===== config.mk =====
export PLATFORM = sky130hd
export DESIGN_NAME = receiver_tune_and_rssi_scan_top
export DESIGN_NICKNAME = d
export VERILOG_FILES = /design/src/hdl/rtsc_pkg.sv /design/src/hdl/rtsc_avg_div.sv /design/src/hdl/receiver_tune_and_rssi_scan_top.sv
export SDC_FILE = /design/constraint.sdc
export NUM_CORES = 1
export LEC_CHECK = 0
export ABC_AREA = 1
export BUFFER_PORTS_ARGS = -buffer_cell sky130_fd_sc_hd__buf_4
export CORE_MARGIN = 4
export CORE_UTILIZATION = 40
export CTS_BUF_LIST = sky130_fd_sc_hd__clkbuf_8
export DETAILED_ROUTE_END_ITERATION = 10
export PLACE_DENSITY = 0.57
export SLEW_MARGIN = 20
export SYNTH_ARGS = -nofsm -noshare
export SYNTH_HDL_FRONTEND = slang
export SYNTH_SLANG_ARGS = --single-unit

===== constraint.sdc =====
create_clock -name clk -period 9 [get_ports clk]
set_input_delay 1.8 -clock clk [delete_from_list [all_inputs] [get_ports clk]]
set_output_delay 1.8 -clock clk [all_outputs]
set_load 0.1 [all_outputs]

===== src/hdl/rtsc_pkg.sv =====
`default_nettype none

package rtsc_pkg;

    // payload widths
    localparam int WORD_W   = 16;
    localparam int ADDR_W   = 4;
    localparam int SETTLE_W = 10;
    localparam int RSSI_W   = 12;
    localparam int SUM_W    = 17;
    localparam int CFG_W    = SETTLE_W;
    localparam int CFG_IDX_W = 2;

    // register indexes on the config channel
    localparam logic [CFG_IDX_W-1:0] CFG_SETTLE_MS = CFG_IDX_W'(0);
    localparam logic [CFG_IDX_W-1:0] CFG_REG_ADDR  = CFG_IDX_W'(1);

    // frame layout: address, write bit, 20-bit data field
    localparam int DATA_BITS  = 16;
    localparam int FIELD_BITS = 20;
    localparam int FRAME_BITS = ADDR_W + 1 + FIELD_BITS;
    localparam int BIT_IDX_W  = 5;

    // converter resolution actually used
    localparam int RSSI_BITS = 12;
    localparam int RSSI_KEEP = (RSSI_BITS < RSSI_W) ? RSSI_BITS : RSSI_W;
    localparam logic [RSSI_W-1:0] RSSI_MASK = RSSI_W'((64'd1 << RSSI_KEEP) - 64'd1);

    localparam int SAMPLE_COUNT_DEF = 20;

    localparam logic [SETTLE_W-1:0] SETTLE_RST = SETTLE_W'(75);
    localparam logic [ADDR_W-1:0]   ADDR_RST   = ADDR_W'(1);

endpackage

`default_nettype wire


===== src/hdl/rtsc_avg_div.sv =====
`default_nettype none

// Truncated mean: sum / SAMPLE_COUNT by reciprocal multiply (exact for SUM_W-bit sums).
module rtsc_avg_div #(
    parameter int SAMPLE_COUNT = rtsc_pkg::SAMPLE_COUNT_DEF
) (
    input  wire logic [rtsc_pkg::SUM_W-1:0]  sum,
    output logic      [rtsc_pkg::RSSI_W-1:0] mean
);

    localparam int LOG_D = $clog2(SAMPLE_COUNT);
    localparam int SHIFT = rtsc_pkg::SUM_W + LOG_D;
    localparam int MUL_W = rtsc_pkg::SUM_W + 1;
    localparam int PROD_W = rtsc_pkg::SUM_W + MUL_W;
    localparam logic [MUL_W-1:0] RECIP =
        MUL_W'(((64'd1 << SHIFT) + 64'(SAMPLE_COUNT) - 64'd1) / 64'(SAMPLE_COUNT));

    logic [PROD_W-1:0] prod;

    assign prod = PROD_W'(sum) * PROD_W'(RECIP);
    assign mean = prod[SHIFT +: rtsc_pkg::RSSI_W];

endmodule

`default_nettype wire


===== src/hdl/receiver_tune_and_rssi_scan_top.sv =====
`default_nettype none

// Channel   Direction  Handshake            Payload
// in        sink       in_valid / in_stall  start_req, channel_word, ms_tick, rssi_sample
// out       source     out_valid / out_stall spi_clock, spi_data, spi_select, busy_res,
//                                           rssi_valid, rssi_average
// cfg       sink       cfg_valid / cfg_ready cfg_index, cfg_data
//
// One item per clock when out is not stalled; each item yields one result item
// through the sequencer stage, then the averaging multiply stage.
// The whole pipe advances together: in_stall follows a held, stalled result.
// Reset (rst_n low, async) leaves the sequencer idle, settle 75 ms, address 1.
// Config writes are always taken (cfg_ready tied high).
module receiver_tune_and_rssi_scan_top #(
    parameter int SAMPLE_COUNT = rtsc_pkg::SAMPLE_COUNT_DEF
) (
    input  wire logic                              clk,
    input  wire logic                              rst_n,

    input  wire logic                              in_valid,
    output logic                                   in_stall,
    input  wire logic                              start_req,
    input  wire logic [rtsc_pkg::WORD_W-1:0]       channel_word,
    input  wire logic                              ms_tick,
    input  wire logic [rtsc_pkg::RSSI_W-1:0]       rssi_sample,

    output logic                                   out_valid,
    input  wire logic                              out_stall,
    output logic                                   spi_clock,
    output logic                                   spi_data,
    output logic                                   spi_select,
    output logic                                   busy_res,
    output logic                                   rssi_valid,
    output logic      [rtsc_pkg::RSSI_W-1:0]       rssi_average,

    input  wire logic                              cfg_valid,
    output logic                                   cfg_ready,
    input  wire logic [rtsc_pkg::CFG_IDX_W-1:0]    cfg_index,
    input  wire logic [rtsc_pkg::CFG_W-1:0]        cfg_data
);

    localparam int CNT_W = $clog2(SAMPLE_COUNT + 1);
    localparam logic [rtsc_pkg::SETTLE_W-1:0]  ELAPSED_MAX   = '1;

    typedef enum logic [3:0] {
        MODE_DONE   = 4'b0001,
        MODE_TUNE   = 4'b0010,
        MODE_SETTLE = 4'b0100,
        MODE_SAMPLE = 4'b1000
    } scan_mode_t;

    // frame timing: select pulse, four steps per bit, closing select, all low
    typedef enum logic [7:0] {
        PH_SEL_HI   = 8'b0000_0001,
        PH_SEL_LO   = 8'b0000_0010,
        PH_BIT_LOW  = 8'b0000_0100,
        PH_BIT_DATA = 8'b0000_1000,
        PH_BIT_CLK  = 8'b0001_0000,
        PH_BIT_END  = 8'b0010_0000,
        PH_SEL_END  = 8'b0100_0000,
        PH_ALL_LOW  = 8'b1000_0000
    } phase_t;

    typedef struct packed {
        logic clock;
        logic data;
        logic select;
    } pins_t;

    // config
    logic [rtsc_pkg::SETTLE_W-1:0] settle_ms_reg;
    logic [rtsc_pkg::ADDR_W-1:0]   reg_addr_reg;

    // sequencer state
    scan_mode_t                     mode_reg, mode_next;
    phase_t                         phase_reg, phase_next;
    logic [rtsc_pkg::BIT_IDX_W-1:0] bit_idx_reg, bit_idx_next;
    logic [rtsc_pkg::WORD_W-1:0]    data_shift_reg, data_shift_next;
    logic [rtsc_pkg::SETTLE_W-1:0]  elapsed_reg, elapsed_next;
    logic [CNT_W-1:0]               samples_reg, samples_next;
    logic [rtsc_pkg::SUM_W-1:0]     sum_reg, sum_next;

    // stage 1 -> stage 2
    logic                           s1_valid_reg;
    pins_t                          s1_pins_reg, pins_next;
    logic                           s1_busy_reg;
    logic                           s1_done_reg, done_next;

    // result stage
    logic                           out_valid_reg;
    pins_t                          out_pins_reg;
    logic                           out_busy_reg;
    logic                           out_done_reg;
    logic [rtsc_pkg::RSSI_W-1:0]    last_rssi_reg;

    logic                           adv;
    logic                           in_accept;
    logic [31:0]                    frame;
    logic [rtsc_pkg::BIT_IDX_W-1:0] bit_prev;
    logic [rtsc_pkg::SETTLE_W:0]    settle_t;
    logic [rtsc_pkg::RSSI_W-1:0]    sample_eff;
    logic [rtsc_pkg::RSSI_W-1:0]    mean;

    // pipe moves when the result slot is free or being taken
    assign adv       = !out_valid_reg || !out_stall;
    assign in_stall  = !adv;
    assign in_accept = in_valid && adv;
    assign cfg_ready = 1'b1;

    assign sample_eff = rssi_sample & rtsc_pkg::RSSI_MASK;
    assign bit_prev   = bit_idx_reg - rtsc_pkg::BIT_IDX_W'(1);
    assign settle_t   = {1'b0, elapsed_reg} + (rtsc_pkg::SETTLE_W + 1)'(ms_tick);

    // frame bits in send order; data field beyond the word's bits is zero
    always_comb
    begin
        frame = '0;
        frame[rtsc_pkg::ADDR_W-1:0] = reg_addr_reg;
        frame[rtsc_pkg::ADDR_W] = 1'b1;
        for (int k = 0; k < rtsc_pkg::FIELD_BITS; k++)
        begin
            if (k < rtsc_pkg::DATA_BITS && k < rtsc_pkg::WORD_W)
                frame[rtsc_pkg::ADDR_W + 1 + k] = data_shift_reg[k];
        end
    end

    always_comb
    begin
        mode_next       = mode_reg;
        phase_next      = phase_reg;
        bit_idx_next    = bit_idx_reg;
        data_shift_next = data_shift_reg;
        elapsed_next    = elapsed_reg;
        samples_next    = samples_reg;
        sum_next        = sum_reg;
        pins_next       = '0;
        done_next       = 1'b0;

        unique case (mode_reg)
            MODE_DONE:
            begin
                if (start_req)
                begin
                    data_shift_next = channel_word;
                    phase_next      = PH_SEL_HI;
                    bit_idx_next    = '0;
                    elapsed_next    = '0;
                    samples_next    = '0;
                    sum_next        = '0;
                    mode_next       = MODE_TUNE;
                end
            end
            MODE_TUNE:
            begin
                // ticks during the frame count toward settling
                if (ms_tick && elapsed_reg != ELAPSED_MAX)
                    elapsed_next = elapsed_reg + rtsc_pkg::SETTLE_W'(1);
                unique case (phase_reg)
                    PH_SEL_HI:
                    begin
                        pins_next.select = 1'b1;
                        phase_next = PH_SEL_LO;
                    end
                    PH_SEL_LO:
                        phase_next = PH_BIT_LOW;
                    PH_BIT_LOW:
                    begin
                        // data pin still shows the previous bit; low before the first
                        pins_next.data = (bit_idx_reg != '0) ? frame[bit_prev] : 1'b0;
                        phase_next = PH_BIT_DATA;
                    end
                    PH_BIT_DATA:
                    begin
                        pins_next.data = frame[bit_idx_reg];
                        phase_next = PH_BIT_CLK;
                    end
                    PH_BIT_CLK:
                    begin
                        pins_next.data  = frame[bit_idx_reg];
                        pins_next.clock = 1'b1;
                        phase_next = PH_BIT_END;
                    end
                    PH_BIT_END:
                    begin
                        pins_next.data = frame[bit_idx_reg];
                        bit_idx_next = bit_idx_reg + rtsc_pkg::BIT_IDX_W'(1);
                        if (bit_idx_next >= rtsc_pkg::BIT_IDX_W'(rtsc_pkg::FRAME_BITS))
                            phase_next = PH_SEL_END;
                        else
                            phase_next = PH_BIT_LOW;
                    end
                    PH_SEL_END:
                    begin
                        pins_next.data   = frame[rtsc_pkg::FRAME_BITS - 1];
                        pins_next.select = 1'b1;
                        phase_next = PH_ALL_LOW;
                    end
                    PH_ALL_LOW:
                    begin
                        phase_next   = PH_SEL_HI;
                        bit_idx_next = '0;
                        mode_next    = MODE_SETTLE;
                    end
                    default:
                        phase_next = PH_SEL_HI;
                endcase
            end
            MODE_SETTLE:
            begin
                if (settle_t > {1'b0, settle_ms_reg})
                begin
                    mode_next    = MODE_SAMPLE;
                    samples_next = '0;
                    sum_next     = '0;
                end
                else
                begin
                    elapsed_next = settle_t[rtsc_pkg::SETTLE_W-1:0];
                end
            end
            MODE_SAMPLE:
            begin
                sum_next     = sum_reg + rtsc_pkg::SUM_W'(sample_eff);
                samples_next = samples_reg + CNT_W'(1);
                if (samples_next >= CNT_W'(SAMPLE_COUNT))
                begin
                    done_next = 1'b1;
                    mode_next = MODE_DONE;
                end
            end
            default:
                mode_next = MODE_DONE;
        endcase
    end

    always_ff @(posedge clk or negedge rst_n)
    begin
        if (!rst_n)
        begin
            settle_ms_reg <= rtsc_pkg::SETTLE_RST;
            reg_addr_reg  <= rtsc_pkg::ADDR_RST;
        end
        else if (cfg_valid && cfg_ready)
        begin
            if (cfg_index == rtsc_pkg::CFG_SETTLE_MS)
                settle_ms_reg <= cfg_data;
            else if (cfg_index == rtsc_pkg::CFG_REG_ADDR)
                reg_addr_reg <= cfg_data[rtsc_pkg::ADDR_W-1:0];
        end
    end

    // stage 1: sequencer state and pin levels
    always_ff @(posedge clk or negedge rst_n)
    begin
        if (!rst_n)
        begin
            mode_reg       <= MODE_DONE;
            phase_reg      <= PH_SEL_HI;
            bit_idx_reg    <= '0;
            data_shift_reg <= '0;
            elapsed_reg    <= '0;
            samples_reg    <= '0;
            sum_reg        <= '0;
            s1_valid_reg   <= 1'b0;
        end
        else if (adv)
        begin
            s1_valid_reg <= in_valid;
            if (in_accept)
            begin
                mode_reg       <= mode_next;
                phase_reg      <= phase_next;
                bit_idx_reg    <= bit_idx_next;
                data_shift_reg <= data_shift_next;
                elapsed_reg    <= elapsed_next;
                samples_reg    <= samples_next;
                sum_reg        <= sum_next;
            end
        end
    end

    always_ff @(posedge clk)
    begin
        if (in_accept)
        begin
            s1_pins_reg <= pins_next;
            s1_busy_reg <= (mode_next != MODE_DONE);
            s1_done_reg <= done_next;
        end
    end

    // stage 2: mean of the finished sum (sum_reg holds it until the next scan)
    rtsc_avg_div #(
        .SAMPLE_COUNT (SAMPLE_COUNT)
    ) u_avg_div (
        .sum  (sum_reg),
        .mean (mean)
    );

    always_ff @(posedge clk or negedge rst_n)
    begin
        if (!rst_n)
        begin
            out_valid_reg <= 1'b0;
            last_rssi_reg <= '0;
        end
        else if (adv)
        begin
            out_valid_reg <= s1_valid_reg;
            if (s1_valid_reg && s1_done_reg)
                last_rssi_reg <= mean;
        end
    end

    always_ff @(posedge clk)
    begin
        if (adv && s1_valid_reg)
        begin
            out_pins_reg <= s1_pins_reg;
            out_busy_reg <= s1_busy_reg;
            out_done_reg <= s1_done_reg;
        end
    end

    assign out_valid    = out_valid_reg;
    assign spi_clock    = out_pins_reg.clock;
    assign spi_data     = out_pins_reg.data;
    assign spi_select   = out_pins_reg.select;
    assign busy_res     = out_busy_reg;
    assign rssi_valid   = out_done_reg;
    assign rssi_average = last_rssi_reg;

endmodule

`default_nettype wire


# [After elaboration in Yosys (flattened, before gate mapping)]
# Cells that the tools add are included.
[word_totals] ff_bits=103 latchBits=0 mem_bits_rw=0 rom_bits=0 inputBits=47 output_inout_bits=20 word_cells=109 memories=0
[classes] n_addsub=6 mul=1 n_div=0 magnitude_cmp=5 n_eq_ne=20 shift=0 muxes=30 bitwise=1 n_reduce_logical=24
[ops] cell="8-bit one-hot mux with 7 select lines" count=1
[ops] cell="17-bit one-hot mux with 3 select lines" count=1
[ops] cell="17-bit 2-to-1 mux" count=2
[ops] cell="17-bit by 16-bit multiplier with 32-bit output (second input constant)" count=1
[ops] cell="10-bit 2-to-1 mux" count=3
[ops] cell="10-bit one-hot mux with 3 select lines" count=1
[ops] cell="5-bit one-hot mux with 2 select lines" count=2
[ops] cell="17-bit by 12-bit adder with 17-bit output" count=1
[ops] cell="4-bit 2-to-1 mux" count=4
[ops] cell="4-bit one-hot mux with 4 select lines" count=1
[ops] cell="8-bit one-hot mux with 2 select lines" count=1
[ops] cell="5-bit one-hot mux with 3 select lines" count=1
[ops] cell="5-bit by 6-bit < comparator with 1-bit output (second input constant)" count=2
[ops] cell="10-bit by 1-bit adder with 11-bit output" count=1
[ops] cell="11-bit by 10-bit greater-than comparator with 1-bit output" count=1
[ops] cell="10-bit by 1-bit adder with 10-bit output (second input constant)" count=1
[ops] cell="5-bit by 1-bit adder with 5-bit output (second input constant)" count=2
[ops] cell="1-bit binary-select mux with 5-bit select" count=2
[ops] cell="5-bit greater-or-equal comparator (second input constant)" count=2
[ops] cell="5-bit 2-to-1 mux" count=2
[ops] cell="10-bit inequality test (second input constant)" count=1
[ops] cell="5-bit AND reduction" count=2
[ops] cell="8-bit by 1-bit equality test with 1-bit output (second input constant)" count=1
[ops] cell="8-bit by 2-bit equality test with 1-bit output (second input constant)" count=1
[ops] cell="other kinds (33)" count=50

# [Depth between registers and ports, before layout]
[logic_depth] depth_word=5 ltp_mapped=24 depth_no_buf=24

# [Cells and area by module]
# Synthesis repeated with hierarchy kept, for this count alone.
[unflattened] hier_cells=1574 area_unflattened_um2=11917.7
[by_module_without_submodules] mod="receiver_tune_and_rssi_scan_top" n_inst=1 cells_each=899 area_per_inst_um2=6658.9
[by_module_without_submodules] mod="rtsc_avg_div" n_inst=1 cells_each=675 area_per_inst_um2=5258.8

# [Worst setup path after synthesis]
# No wires, ideal clock.
[synth_path] path_kind="register -> register" from="register sum_reg[9] (netlist bit)" to="register last_rssi_reg, in the netlist rssi_average[6]" setup_time_ns=0.120 arrival_ns=4.784 t_required_ns=8.880 setup_slack_ns=4.096 stages_incl_launch_ff=19 n_path_buf=0 synth_period_minus_slack_ns=4.904 path_cell_list="dfrtp_1 > ha_1 > fa_1 > inv_1 > fa_1 > fa_1 > inv_1 > fa_1 > fa_1 > ha_1 > nand2_1 > nor2_1 > and2_1 > nand3_1 > or2_2 > nand2_1 > nand2_1 > nand3_1 > nand2_1"
[synth_via] elab_chain_cells=1
[synth_lines] element="start: declaration" line_no="receiver_tune_and_rssi_scan_top.sv:81" text="logic [rtsc_pkg::SUM_W-1:0] sum_reg, sum_next;"
[synth_lines] element="start signal: assignment" line_no="receiver_tune_and_rssi_scan_top.sv:277" text="sum_reg <= sum_next;"
[synth_lines] element="17-bit by 16-bit multiplier with 32-bit output" line_no="rtsc_avg_div.sv:20" text="assign prod = PROD_W'(sum) * PROD_W'(RECIP);"
[synth_lines] element="end signal: assignment" line_no="receiver_tune_and_rssi_scan_top.sv:311" text="last_rssi_reg <= mean;"
[synth_lines] element="end: declaration" line_no="receiver_tune_and_rssi_scan_top.sv:94" text="logic [rtsc_pkg::RSSI_W-1:0] last_rssi_reg;"
# Every way passes these cells.
# A chain may end at the register's enable or synchronous reset.

# [Worst setup path after layout]
[layout_path] from="register sum_reg[9] (netlist bit)" to="register last_rssi_reg, in the netlist rssi_average[9]"
# Same word-level chain as after synthesis.

==> results_dict.tcl <==
set metrics [dict create \
    outcome "finished, final reports clean" \
    period_share_pct 59.4 \
    insertedDiodeCount 0 \
    leakage_uw 0.00722 \
    crit_required_ps 9290 \
    numPortBuffers 65 \
    via_count 9936 \
    final_nets 1916 \
    worstPathCellList "ha_1, fa_1, inv_1, fa_1, fa_1, inv_1, fa_1, fa_1, ha_1, nand2_1, nor2_1, inv_1, o21ai_0, nand2_1, nand3_1, nand2_1, nand3_1, nand2_1" \
    cts_setup_buffers 0 \
    yosys-top-cells-count "nand2_1, inv_1, ha_1" \
    critPathCaptureType "register" \
    rsz0062_at_grt "false" \
    start_util_pct 40.7 \
    antenna_found_initial 0 \
    setup_tns_ps 0 \
    ctsRootBufferMaster "clkbuf_8" \
    path_clk_slew_ps 100 \
    synthAdderAreaFrac_pct 32.1 \
    cts-buffers-inserted 9 \
    synth_nets 1866 \
    synth-seq-area-share_pct 22.5 \
    pwr-share-seq_pct 29.6 \
    hold_class "register to register" \
    setup_viol 0 \
    max_freq_mhz 187 \
    critical_path.startpoint_type "register" \
    synth_compound_area_share_pct 7.31 \
    path_common_cell "fa_1" \
    wl_per_cell_um 15.0 \
    fin_skew_ps 26.4 \
    critPathKind "register to register" \
    dieArea_um2 32100 \
    clk_latency_ps 400 \
    ys_warn_count 0 \
    place_ws_ps 3680 \
    cts_resized 0 \
    max_slew_margin_pct 39.1 \
    coreArea_um2 28900 \
    synthesis.area_um2 11700 \
    cts_sinks 103 \
    htree_levels 3 \
    period_needed_ps 5350 \
    rows 62 \
    grt_pass1_wl_mm 50.7 \
    crit_path_max_fanout 7 \
    yosys.area.top_type "dfrtp_1" \
    slowest_stage "fa_1" \
    synth_simple_gate_area_share_pct 24.4 \
    clockBufferDepth 2 \
    combPwrFrac_pct 56.3 \
    yosys.area.top_type_share_pct 18.3 \
    synth_edf_count 10 \
    finalMaxSlewViolations 0 \
    vdd_ir_drop_max_v 0.0000908 \
    syn-instance-count 1571 \
    synth_ff_type "dfrtp_1" \
    drt_iter0_drc 645 \
    hold_viol_final 0 \
    die_h_um 179 \
    slowest_delay_ps 560 \
    synthXorXnorAreaFrac_pct 1.94 \
    internal-power_uw 1150 \
    cts_tree "built" \
    yosysUniqueCellTypes 45 \
    drc 0 \
    fin_ws_ps 3650 \
    track_usage_pct 19.9 \
    cp_top_family "adder cells" \
    gp_congestion 0.941 \
    avgSynthCellArea_um2 7.47 \
    ioPinCount 67 \
    via_per_inst 4.94 \
    dieWidth_um 179 \
    yosysMostFrequentCell "nand2_1" \
    synth_top_family_by_area "adder cells" \
    synth.area.mux_share_pct 0 \
    power_switching_uw 1080 \
    grt_max_degree 69 \
    synth-async-reset-ratio_pct 90.3 \
    yosys_register_bits 103 \
    drtAntennaViolNets 0 \
    drv_cap 0 \
    cts_hold_buf 0 \
    swShare_pct 48.3 \
    drive_above_1_share_pct 7.01 \
    gr-total-overflow 0 \
    pwr-share-clk_pct 14.0 \
    areaGrowthSynthToFinish_pct 8.85 \
    wirelength_mm 30.1 \
    tightest_slew_ps 913 \
    arrival_ps 5640 \
    hpwl_mm 25.1 \
    power_density_nw_per_um2 175 \
    dr.pass1.iters 7 \
    grt_pass1_vias 10084 \
    crit_buf_inv 3 \
    synthTopCellsByArea "dfrtp_1, ha_1, fa_1" \
    largest_reg_flops 17 \
]
layout by cell type (no fill, tap or decap), drive strengths merged, types with 2 or more instances in the layout:
| cell type | netlist | layout |
|---|---|---|
| a21o | 2 | 2 |
| a21oi | 53 | 53 |
| a31oi | 3 | 3 |
| and2 | 3 | 3 |
| and3 | 2 | 2 |
| buf | 19 | 68 |
| clkbuf | 10 | 9 |
| clkinv | 0 | 4 |
| dfrtp | 86 | 86 |
| dfstp | 7 | 7 |
| edfxtp | 10 | 10 |
| fa | 88 | 88 |
| ha | 160 | 160 |
| inv | 325 | 327 |
| nand2 | 425 | 425 |
| nand3 | 108 | 108 |
| nand3b | 9 | 9 |
| nand4 | 19 | 19 |
| nor2 | 93 | 93 |
| nor3 | 11 | 11 |
| nor4 | 2 | 2 |
| o21a | 3 | 3 |
| o21ai | 83 | 83 |
| o21bai | 4 | 4 |
| o22ai | 3 | 3 |
| o31ai | 3 | 3 |
| or2 | 9 | 9 |
| xnor2 | 5 | 5 |
| xor2 | 21 | 21 |
power by group through the flow:
| stage | clock, uW | combinational [uW] | sequential, uW |
|---|---|---|---|
| 2_1_floorplan | 0 | 866 | 739 |
| 3_3_place_gp | 0 | 1260 | 667 |
| 3_5_place_dp | 0 | 1270 | 671 |
| 4_1_cts | 326 | 1280 | 662 |
| 5_1_grt | 344 | 1460 | 678 |
| 6_report | 313 | 1260 | 661 |
logic make-up (layout without fill, tap and decap cells):
family | Yosys count | after routing
other | 1 | 1
buffers and inverters | 354 | 409
xor gates and xnor gates | 26 | 26
DFF | 103 | 103
and+or+nand+nor | 681 | 681
adders and majority gates | 248 | 248
AOI/OAI and AO/OA | 158 | 158
stage by stage:
step | cells | util (%) | hold slack (ps) | area (um^2) | total power, uW
after floorplan | 1571 | - | 400 | 11700 | 1600
after global placement | 1994 | 43.6 | 405 | 12600 | 1930
after detailed placement | 1994 | 43.6 | 405 | 12600 | 1940
after CTS | 2010 | 44.3 | 430 | 12800 | 2270
after global routing | 2010 | 44.3 | 433 | 12800 | 2480
final | 2010 | 44.3 | 427 | 12800 | 2230
area by class of cell:
cell class | instances | area, um^2
clock buffers | 9 | 124
clock inverters | 7 | 80.1
fillers | 3054 | 16100
inverters | 325 | 1220
multi-input cells | 1114 | 7720
flip-flops and latches | 103 | 2640
well taps | 384 | 480
repair buffers | 68 | 510
worst paths after layout:
| check | slack, ps | start | end | depth (start not counted) |
|---|---|---|---|---|
| min reg2reg | 430 | s1_busy_reg | busy_res | 0 |
| max | 3650 | sum_reg[9] | rssi_average[9] | 18 |
| max reg2reg | 3650 | sum_reg[9] | rssi_average[9] | 18 |
| min | 430 | s1_busy_reg | busy_res | 0 |
| min in group asynchronous | 1300 | rst_n | s1_valid_reg | 1 |
| max in group asynchronous | 6450 | rst_n | reg_addr_reg[1] | 2 |
metal layers:
layer	up-vias	wire (um)	track usage, %
met4	0	620	5.11
met5	-	0	0
met2	173	14700	34.6
met1	4713	13600	25.9
met3	36	1250	3.08
li1	5014	-	-
No activity file was read; power rests on OpenSTA's default activity.
